===== config.mk =====
export PLATFORM = sky130hd
export DESIGN_NAME = address_range_watch_table
export DESIGN_NICKNAME = d
export VERILOG_FILES = /design/src/hw/rtl/arwt_pkg.sv /design/src/hw/rtl/arwt_entry_store.sv /design/src/hw/rtl/arwt_match_unit.sv /design/src/hw/rtl/address_range_watch_table.sv
export SDC_FILE = /design/constraint.sdc
export NUM_CORES = 2
export LEC_CHECK = 0
export CAP_MARGIN = 30
export CORE_ASPECT_RATIO = 1.2
export CORE_MARGIN = 2
export CORE_UTILIZATION = 35
export CTS_BUF_LIST = sky130_fd_sc_hd__clkbuf_16
export DETAILED_ROUTE_END_ITERATION = 10
export DONT_BUFFER_PORTS = 1
export PLACE_DENSITY = 0.58
export SETUP_SLACK_MARGIN = 0.3
export SYNTH_ARGS = -nofsm -noshare
export SYNTH_HDL_FRONTEND = slang
export SYNTH_SLANG_ARGS = --single-unit

===== constraint.sdc =====
create_clock -name clk -period 18.17 [get_ports clk]
set_input_delay 2.7255 -clock clk [delete_from_list [all_inputs] [get_ports clk]]
set_output_delay 2.7255 -clock clk [all_outputs]
set_load 0.005 [all_outputs]

===== src/hw/rtl/arwt_pkg.sv =====
// ----------------------------------------------------------------------------
// arwt_pkg
// Shared constants, codes and types of the address range watch table.
// ----------------------------------------------------------------------------
package arwt_pkg;

    localparam int ENTRIES = 16;
    localparam int OWNERS  = 8;

    localparam int IDX_W   = (ENTRIES > 1) ? $clog2(ENTRIES) : 1;
    localparam int CNT_W   = $clog2(ENTRIES + 1);

    localparam int ADDR_W  = 32;
    localparam int OWNER_W = 3;
    localparam int SLOT_W  = 4;
    localparam int COUNT_W = 5;
    localparam int EN_W    = 8;

    localparam int BUCKET_SHIFT = 12;
    localparam int BUCKET_W     = 10;

    localparam logic [1:0] OP_ADD    = 2'd0;
    localparam logic [1:0] OP_REMOVE = 2'd1;
    localparam logic [1:0] OP_REMALL = 2'd2;
    localparam logic [1:0] OP_LOOKUP = 2'd3;

    localparam logic [1:0] STATUS_OK    = 2'd0;
    localparam logic [1:0] STATUS_FULL  = 2'd1;
    localparam logic [1:0] STATUS_EMPTY = 2'd2;

    typedef struct packed {
        logic               valid;
        logic [ADDR_W-1:0]  base;
        logic [ADDR_W-1:0]  length;
        logic [OWNER_W-1:0] owner;
        logic [IDX_W-1:0]   age;
    } entry_t;

    typedef struct packed {
        logic               add_en;
        logic [ADDR_W-1:0]  add_base;
        logic [ADDR_W-1:0]  add_length;
        logic [OWNER_W-1:0] add_owner;
        logic               free_en;
    } store_cmd_t;

    typedef struct packed {
        logic               full;
        logic [IDX_W-1:0]   free_idx;
    } store_stat_t;

endpackage


===== src/hw/rtl/arwt_entry_store.sv =====
// ----------------------------------------------------------------------------
// arwt_entry_store
// Range table: valid bits, base, length, owner and newness rank per slot.
// One read port at the sequencer index; add fills the lowest free slot,
// free clears the slot at the read index and closes the gap in the ranks.
// ----------------------------------------------------------------------------
module arwt_entry_store
    import arwt_pkg::*;
(
    input  logic             clk,
    input  logic             rst_n,
    input  logic [IDX_W-1:0] rd_idx,
    input  store_cmd_t       cmd,
    output entry_t           rd_entry,
    output store_stat_t      stat
);

    logic [ENTRIES-1:0] valid_reg;
    logic [ENTRIES-1:0] valid_next;
    logic [ADDR_W-1:0]  base_reg   [ENTRIES];
    logic [ADDR_W-1:0]  length_reg [ENTRIES];
    logic [OWNER_W-1:0] owner_reg  [ENTRIES];
    logic [IDX_W-1:0]   age_reg    [ENTRIES];
    logic [IDX_W-1:0]   free_idx;
    logic               full;

    // Lowest free slot
    always_comb
    begin
        free_idx = '0;
        for (int i = ENTRIES - 1; i >= 0; i--)
        begin
            if (!valid_reg[i])
            begin
                free_idx = IDX_W'(i);
            end
        end
        full = &valid_reg;
    end

    assign stat.full     = full;
    assign stat.free_idx = free_idx;

    assign rd_entry.valid  = valid_reg[rd_idx];
    assign rd_entry.base   = base_reg[rd_idx];
    assign rd_entry.length = length_reg[rd_idx];
    assign rd_entry.owner  = owner_reg[rd_idx];
    assign rd_entry.age    = age_reg[rd_idx];

    always_comb
    begin
        valid_next = valid_reg;
        if (cmd.add_en && !full)
        begin
            valid_next[free_idx] = 1'b1;
        end
        if (cmd.free_en)
        begin
            valid_next[rd_idx] = 1'b0;
        end
    end

    always_ff @(posedge clk or negedge rst_n)
    begin
        if (!rst_n)
        begin
            valid_reg <= '0;
        end
        else
        begin
            valid_reg <= valid_next;
        end
    end

    always_ff @(posedge clk)
    begin
        if (cmd.add_en && !full)
        begin
            // Age every live range, then place the new one as newest
            for (int i = 0; i < ENTRIES; i++)
            begin
                if (valid_reg[i])
                begin
                    age_reg[i] <= age_reg[i] + 1'b1;
                end
            end
            base_reg[free_idx]   <= cmd.add_base;
            length_reg[free_idx] <= cmd.add_length;
            owner_reg[free_idx]  <= cmd.add_owner;
            age_reg[free_idx]    <= '0;
        end
        else if (cmd.free_en)
        begin
            for (int i = 0; i < ENTRIES; i++)
            begin
                if (valid_reg[i] && (age_reg[i] > age_reg[rd_idx]))
                begin
                    age_reg[i] <= age_reg[i] - 1'b1;
                end
            end
        end
    end

endmodule


===== src/hw/rtl/arwt_match_unit.sv =====
// ----------------------------------------------------------------------------
// arwt_match_unit
// Overlap check of one stored range against the access, shared by all slots
// over the scan: same bucket, and neither range ends at or before the other
// starts (32-bit wrapping sums).
// ----------------------------------------------------------------------------
module arwt_match_unit
    import arwt_pkg::*;
(
    input  logic [ADDR_W-1:0] base,
    input  logic [ADDR_W-1:0] length,
    input  logic [ADDR_W-1:0] acc_addr,
    input  logic [ADDR_W-1:0] acc_size,
    output logic              overlap
);

    logic [ADDR_W-1:0]   range_end;
    logic [ADDR_W-1:0]   acc_end;
    logic [BUCKET_W-1:0] base_bucket;
    logic [BUCKET_W-1:0] acc_bucket;

    assign range_end   = base + length;
    assign acc_end     = acc_addr + acc_size;
    assign base_bucket = base[BUCKET_SHIFT +: BUCKET_W];
    assign acc_bucket  = acc_addr[BUCKET_SHIFT +: BUCKET_W];

    assign overlap = (base_bucket == acc_bucket)
                  && !(range_end <= acc_addr)
                  && !(acc_end <= base);

endmodule


===== src/hw/rtl/address_range_watch_table.sv =====
// ----------------------------------------------------------------------------
// address_range_watch_table
// Table of watched address ranges with add, remove, remove-all and lookup.
// ----------------------------------------------------------------------------
// Usage:
//   Input channel (in_valid/in_ready) carries op, addr, length, owner, slot.
//   Output channel (out_valid/out_ready) returns one item per input item:
//   hit, matched, result_slot, removed_count, status.
//   Config channel (cfg_valid/cfg_ready) writes owner_enable; always ready;
//   the user keeps it written only while the table is idle (unchecked).
// Timing:
//   An add or remove passes through S_ADD or S_REM and then S_FIN, from
//   which the result is registered to the output. Lookup and remove-all
//   walk all ENTRIES slots through one overlap/owner compare unit, one slot
//   per cycle, then pass to S_FIN. in_ready returns with the result, so a
//   new item is taken only once the last one's result has been registered.
// Reset clears all valid bits and owner_enable. A stalled receiver holds
// the result register; one more item may be accepted and worked on, and it
// waits in its final step until the output register is free.
// ----------------------------------------------------------------------------
module address_range_watch_table
    import arwt_pkg::*;
(
    input  logic               clk,
    input  logic               rst_n,
    input  logic               cfg_valid,
    output logic               cfg_ready,
    input  logic [EN_W-1:0]    cfg_data,
    input  logic               in_valid,
    output logic               in_ready,
    input  logic [1:0]         op,
    input  logic [ADDR_W-1:0]  addr,
    input  logic [ADDR_W-1:0]  length,
    input  logic [OWNER_W-1:0] owner,
    input  logic [SLOT_W-1:0]  slot,
    output logic               out_valid,
    input  logic               out_ready,
    output logic               hit,
    output logic               matched,
    output logic [SLOT_W-1:0]  result_slot,
    output logic [COUNT_W-1:0] removed_count,
    output logic [1:0]         status
);

    localparam logic [2:0] S_IDLE = 3'd0;
    localparam logic [2:0] S_ADD  = 3'd1;
    localparam logic [2:0] S_REM  = 3'd2;
    localparam logic [2:0] S_SCAN = 3'd3;
    localparam logic [2:0] S_FIN  = 3'd4;

    logic [2:0]         state_reg, state_next;
    logic [IDX_W-1:0]   idx_reg, idx_next;
    logic [EN_W-1:0]    owner_enable_reg;

    logic [1:0]         op_reg;
    logic [ADDR_W-1:0]  addr_reg;
    logic [ADDR_W-1:0]  length_reg;
    logic [OWNER_W-1:0] owner_reg;
    logic [SLOT_W-1:0]  slot_reg;

    logic               found_reg, found_next;
    logic [IDX_W-1:0]   best_age_reg, best_age_next;
    logic [OWNER_W-1:0] best_owner_reg, best_owner_next;
    logic [SLOT_W-1:0]  res_slot_reg, res_slot_next;
    logic [CNT_W-1:0]   count_reg, count_next;
    logic [1:0]         res_status_reg, res_status_next;

    logic               out_valid_reg;
    logic               hit_reg;
    logic               matched_reg;
    logic [SLOT_W-1:0]  result_slot_reg;
    logic [COUNT_W-1:0] removed_count_reg;
    logic [1:0]         status_reg;

    entry_t             rd_entry;
    store_cmd_t         cmd;
    store_stat_t        stat;
    logic [IDX_W-1:0]   rd_idx;
    logic               overlap;
    logic               slot_in_range;
    logic               accept;
    logic               out_free;
    logic               best_on;

    assign accept   = in_valid && in_ready;
    assign in_ready = (state_reg == S_IDLE);
    assign out_free = !out_valid_reg || out_ready;

    assign cfg_ready = 1'b1;

    assign slot_in_range = (32'(slot_reg) < ENTRIES);
    assign rd_idx = (state_reg == S_REM) ? IDX_W'(slot_reg) : idx_reg;

    arwt_entry_store u_store (
        .clk      (clk),
        .rst_n    (rst_n),
        .rd_idx   (rd_idx),
        .cmd      (cmd),
        .rd_entry (rd_entry),
        .stat     (stat)
    );

    arwt_match_unit u_match (
        .base     (rd_entry.base),
        .length   (rd_entry.length),
        .acc_addr (addr_reg),
        .acc_size (length_reg),
        .overlap  (overlap)
    );

    assign best_on = (32'(best_owner_reg) < OWNERS) && owner_enable_reg[best_owner_reg];

    always_comb
    begin
        state_next      = state_reg;
        idx_next        = idx_reg;
        found_next      = found_reg;
        best_age_next   = best_age_reg;
        best_owner_next = best_owner_reg;
        res_slot_next   = res_slot_reg;
        count_next      = count_reg;
        res_status_next = res_status_reg;

        cmd.add_en     = 1'b0;
        cmd.add_base   = addr_reg;
        cmd.add_length = length_reg;
        cmd.add_owner  = owner_reg;
        cmd.free_en    = 1'b0;

        case (state_reg)
            S_IDLE:
            begin
                if (accept)
                begin
                    idx_next        = '0;
                    found_next      = 1'b0;
                    res_slot_next   = '0;
                    count_next      = '0;
                    res_status_next = STATUS_OK;
                    case (op)
                        OP_ADD:    state_next = S_ADD;
                        OP_REMOVE: state_next = S_REM;
                        default:   state_next = S_SCAN;
                    endcase
                end
            end
            S_ADD:
            begin
                cmd.add_en = 1'b1;
                if (stat.full)
                begin
                    res_status_next = STATUS_FULL;
                end
                else
                begin
                    res_slot_next = SLOT_W'(stat.free_idx);
                end
                state_next = S_FIN;
            end
            S_REM:
            begin
                res_slot_next = slot_reg;
                if (slot_in_range && rd_entry.valid)
                begin
                    cmd.free_en = 1'b1;
                end
                else
                begin
                    res_status_next = STATUS_EMPTY;
                end
                state_next = S_FIN;
            end
            S_SCAN:
            begin
                if (op_reg == OP_LOOKUP)
                begin
                    // Keep the newest overlapping range
                    if (rd_entry.valid && overlap
                        && (!found_reg || (rd_entry.age < best_age_reg)))
                    begin
                        found_next      = 1'b1;
                        best_age_next   = rd_entry.age;
                        best_owner_next = rd_entry.owner;
                        res_slot_next   = SLOT_W'(idx_reg);
                    end
                end
                else if (rd_entry.valid && (rd_entry.owner == owner_reg))
                begin
                    cmd.free_en = 1'b1;
                    count_next  = count_reg + 1'b1;
                end
                idx_next = idx_reg + 1'b1;
                if (idx_reg == IDX_W'(ENTRIES - 1))
                begin
                    state_next = S_FIN;
                end
            end
            S_FIN:
            begin
                // Hold until the output register is free
                if (out_free)
                begin
                    state_next = S_IDLE;
                end
            end
            default:
            begin
                state_next = S_IDLE;
            end
        endcase
    end

    always_ff @(posedge clk or negedge rst_n)
    begin
        if (!rst_n)
        begin
            state_reg        <= S_IDLE;
            idx_reg          <= '0;
            owner_enable_reg <= '0;
            out_valid_reg    <= 1'b0;
        end
        else
        begin
            state_reg <= state_next;
            idx_reg   <= idx_next;
            if (cfg_valid && cfg_ready)
            begin
                owner_enable_reg <= cfg_data;
            end
            if ((state_reg == S_FIN) && out_free)
            begin
                out_valid_reg <= 1'b1;
            end
            else if (out_ready)
            begin
                out_valid_reg <= 1'b0;
            end
        end
    end

    always_ff @(posedge clk)
    begin
        if (accept)
        begin
            op_reg     <= op;
            addr_reg   <= addr;
            length_reg <= length;
            owner_reg  <= owner;
            slot_reg   <= slot;
        end
        found_reg      <= found_next;
        best_age_reg   <= best_age_next;
        best_owner_reg <= best_owner_next;
        res_slot_reg   <= res_slot_next;
        count_reg      <= count_next;
        res_status_reg <= res_status_next;

        if ((state_reg == S_FIN) && out_free)
        begin
            if (op_reg == OP_LOOKUP)
            begin
                matched_reg     <= found_reg;
                hit_reg         <= found_reg && best_on;
                result_slot_reg <= found_reg ? res_slot_reg : '0;
            end
            else
            begin
                matched_reg     <= 1'b0;
                hit_reg         <= 1'b0;
                result_slot_reg <= res_slot_reg;
            end
            removed_count_reg <= COUNT_W'(count_reg);
            status_reg        <= res_status_reg;
        end
    end

    assign out_valid     = out_valid_reg;
    assign hit           = hit_reg;
    assign matched       = matched_reg;
    assign result_slot   = result_slot_reg;
    assign removed_count = removed_count_reg;
    assign status        = status_reg;

endmodule

==> results.md <==
- Power density over the cells: 167.8 nW/um2
- # DRC: 0
- Outcome: completed
- CP peak stage delay: 760 ps
- Area of the die: 169100 um2
- First-pass iteration count of the detailed router: 8
- Number of synthesized register bits: 1273
- Peak fanout along the critical path: 74
- Pin slew with the least headroom to its limit: 1261 ps
- Setup TNS: 0 ps
- R2R cell count: 31
- Die W: 375.7 um
- FP Rows: 163
- Worst R2R Start: state_reg[2]
- Routed via count: 38700
- Ys Warns: 0
- Crit path DAT: 10940 ps
- Post-DRT Antenna Nets: 0
- Top cell type's share of synthesized area: 60.90%
- CTS tree: done
- # fillers: 15430
- Remaining Overflow, GRT: 0
- Hold Vio Cnt, Final: 0
- Final setup vio count: 0
- Initial core utilization: 35.26%
- Non-filler instance count after layout: 7012
- Dpl cells: 6767
- Post-CTS Hold Buffers: 0
- Clk_skew: 35.86 ps
- H-Tree Depth: 4
- Max_slew headroom: 15.91%
- Synth top area cells: edfxtp_1, nand2_1, ha_1, nand3_1, dfxtp_1
- Maxcap violations: 0
- Clk slew on worst S/H paths: 60 ps
- Wire per inst: 23.76 um
- Total GRT Usage: 19.36%
- Die H: 450.1 um
- Hpwl dp: 97160 um
- Dpl ws: 7766 ps
- Clk buf depth: 3
- PortBufs: 0
- Clock sinks: 1273
- Maximum vdd drop: 0.0001441 V
- Setup slack after layout: 7657 ps
- Crit path kind: register to register
- Final Cycle Share: 57.86%
- Initial antenna violation count: 26
- GPL Wtd Cong: 0.8766
- Max Clk Rate: 0.09512 GHz
- Syn Nets: 5114
- Hold Startpoint: res_status_reg[0]
- # IOs: 102
- Sequential-to-total area share from yosys stat: 64.48%
- Synth cell types: 82
- PostCTS Resize Cnt: 0
- Dominant cell type by area after synthesis: edfxtp_1
- Share of cells above drive strength 1: 7.302%
- Most used DFF post-synth: edfxtp_1
- # Post-CTS Setup Buffers: 0
- CP max stage cell: buf_4
- Hold EP: status[0]
- Vias in the first global route: 37520
- Post-Place Cell Area: 60740 um2
- Depth of the worst hold-timing path: 0
- Critical Path Source Type: register
- Root buffer cell: clkbuf_16
- Share of synthesized registers carrying an async set or reset: 2.514%
- Final #Nets: 5090
- Worst hold path type: register to register
- Drt initial violations: 3419
- Final design utilization: 39.52%
- Number of flops mapped to enable cells by yosys: 1177
- Worst r2r dst: res_slot_reg[2]
- Clock Latency Late Sink: 790 ps
- Global-route wire length before repair: 245900 um
- Vias/cell: 5.519
- Worst EP required: 18600 ps
- R2R setup slack: 7660 ps
- Period minus WS final: 10510 ps
- Leak Pwr: 23.37 nW
- Area grow syn2layout: 12.07%
- Synth Area per Inst: 12.13 um2
- Clock buffer count from CTS: 134
- Core outline area: 164600 um2
- Cell area after layout: 65040 um2
- Largest net degree at the start of global routing: 184
- Unrepaired setup endpoints after global routing: no
- Synth Instances: 4783
- Max Slew Vio Count: 0
- Mapped Area: 58040 um2
- CP endpoint kind: register
- Post-Route WL: 166600 um
[metrics by stage]
step / hold WS [ps] / power, mW
6_report: 430.2 / 10.92
5_1_grt: 449.2 / 11.56
4_1_cts: 436.6 / 10.96
3_5_place_dp: 421.3 / 8.267
3_3_place_gp: 421.0 / 8.199
2_1_floorplan: 400.3 / 6.844
[layout make-up]
class                           count  area (um2)  area share (%)
Clock buffer                      141        3528           5.425
Clock inverter                     98       738.2           1.135
Timing Repair Buffer               87       833.3           1.281
Multi-Input combinational cell   3102       19200           29.52
Tap cell                         2145        2684           4.126
Inverter                          161       620.6          0.9541
Sequential cell                  1273       37430           57.54
Antenna cell                        5       12.51         0.01924
[power breakdown]
| group | leakage [nW] | switching, mW | total (mW) | internal [mW] |
|---|---|---|---|---|
| clock | 2.21 | 1.16 | 2.69 | 1.53 |
| sequential | 11.6 | 0.219 | 3.74 | 3.52 |
| combinational | 9.61 | 2.83 | 4.49 | 1.66 |
[critical path: cells and delay by family (launching register included)]
family / cells / cell delay, ps
buffers and inverters: 4 / 2180
AND/OR/NAND/NOR: 11 / 2950
adder cells (fa/ha/maj): 2 / 590
flip-flops: 1 / 590
XOR/XNOR: 1 / 150
AO/OA/AOI/OAI: 13 / 3600
[placed cells by master (no fill, tap or decap), drive strengths merged, types with 95 or more instances in the layout]
cell / synthesis / routed
a21oi: 135 / 135
nand3: 416 / 416
inv: 160 / 198
a311oi: 142 / 142
edfxtp: 1177 / 1177
clkbuf: 172 / 141
nand2: 1131 / 1131
o21ai: 95 / 95
ha: 227 / 227
and3: 101 / 101
[kinds of logic (layout without fill, tap and decap cells)]
kind of cell / after synthesis / after routing / synth area share (%)
muxes: 107 / 107 / 2.333
buffers and inverters: 408 / 487 / 2.742
xor gates and xnor gates: 95 / 95 / 1.434
AOI/OAI and AO/OA: 736 / 736 / 8.940
DFF: 1273 / 1273 / 64.48
other: 1 / 6 / 0.006461
and+or+nand+nor: 1918 / 1918 / 14.55
adders and majority gates: 245 / 245 / 5.515
[how the worst max path moves through the flow]
stage	start	to	slack [ps]	depth (start not counted)
after floorplan	state_reg[0]	res_slot_reg[0]	9580	36
after global placement	state_reg[2]	res_slot_reg[0]	7760	34
after detailed placement	state_reg[2]	res_slot_reg[2]	7770	31
after CTS	state_reg[2]	res_slot_reg[2]	7760	31
after global routing	state_reg[2]	res_slot_reg[2]	7010	34
final	state_reg[2]	res_slot_reg[2]	7660	31
[synth_stat cells, types with 66 or more instances]
master / number
clkbuf_1: 172
a21o_1: 72
ha_1: 227
mux2i_1: 72
o21ai_0: 89
xnor2_1: 70
nor2_1: 86
nand2_1: 1131
a31oi_1: 66
edfxtp_1: 1177
a21oi_1: 134
nand3_1: 416
inv_1: 158
a311oi_1: 142
and3_1: 101
[metal layers]
metal  track usage, %  part of all wire (%)
met4            6.350                   2.9
met1            24.52                    41
met5                0                 0.060
met3            2.965                   5.6
met2            33.71                    50
Note: power is estimated with default switching activity, not from simulation.
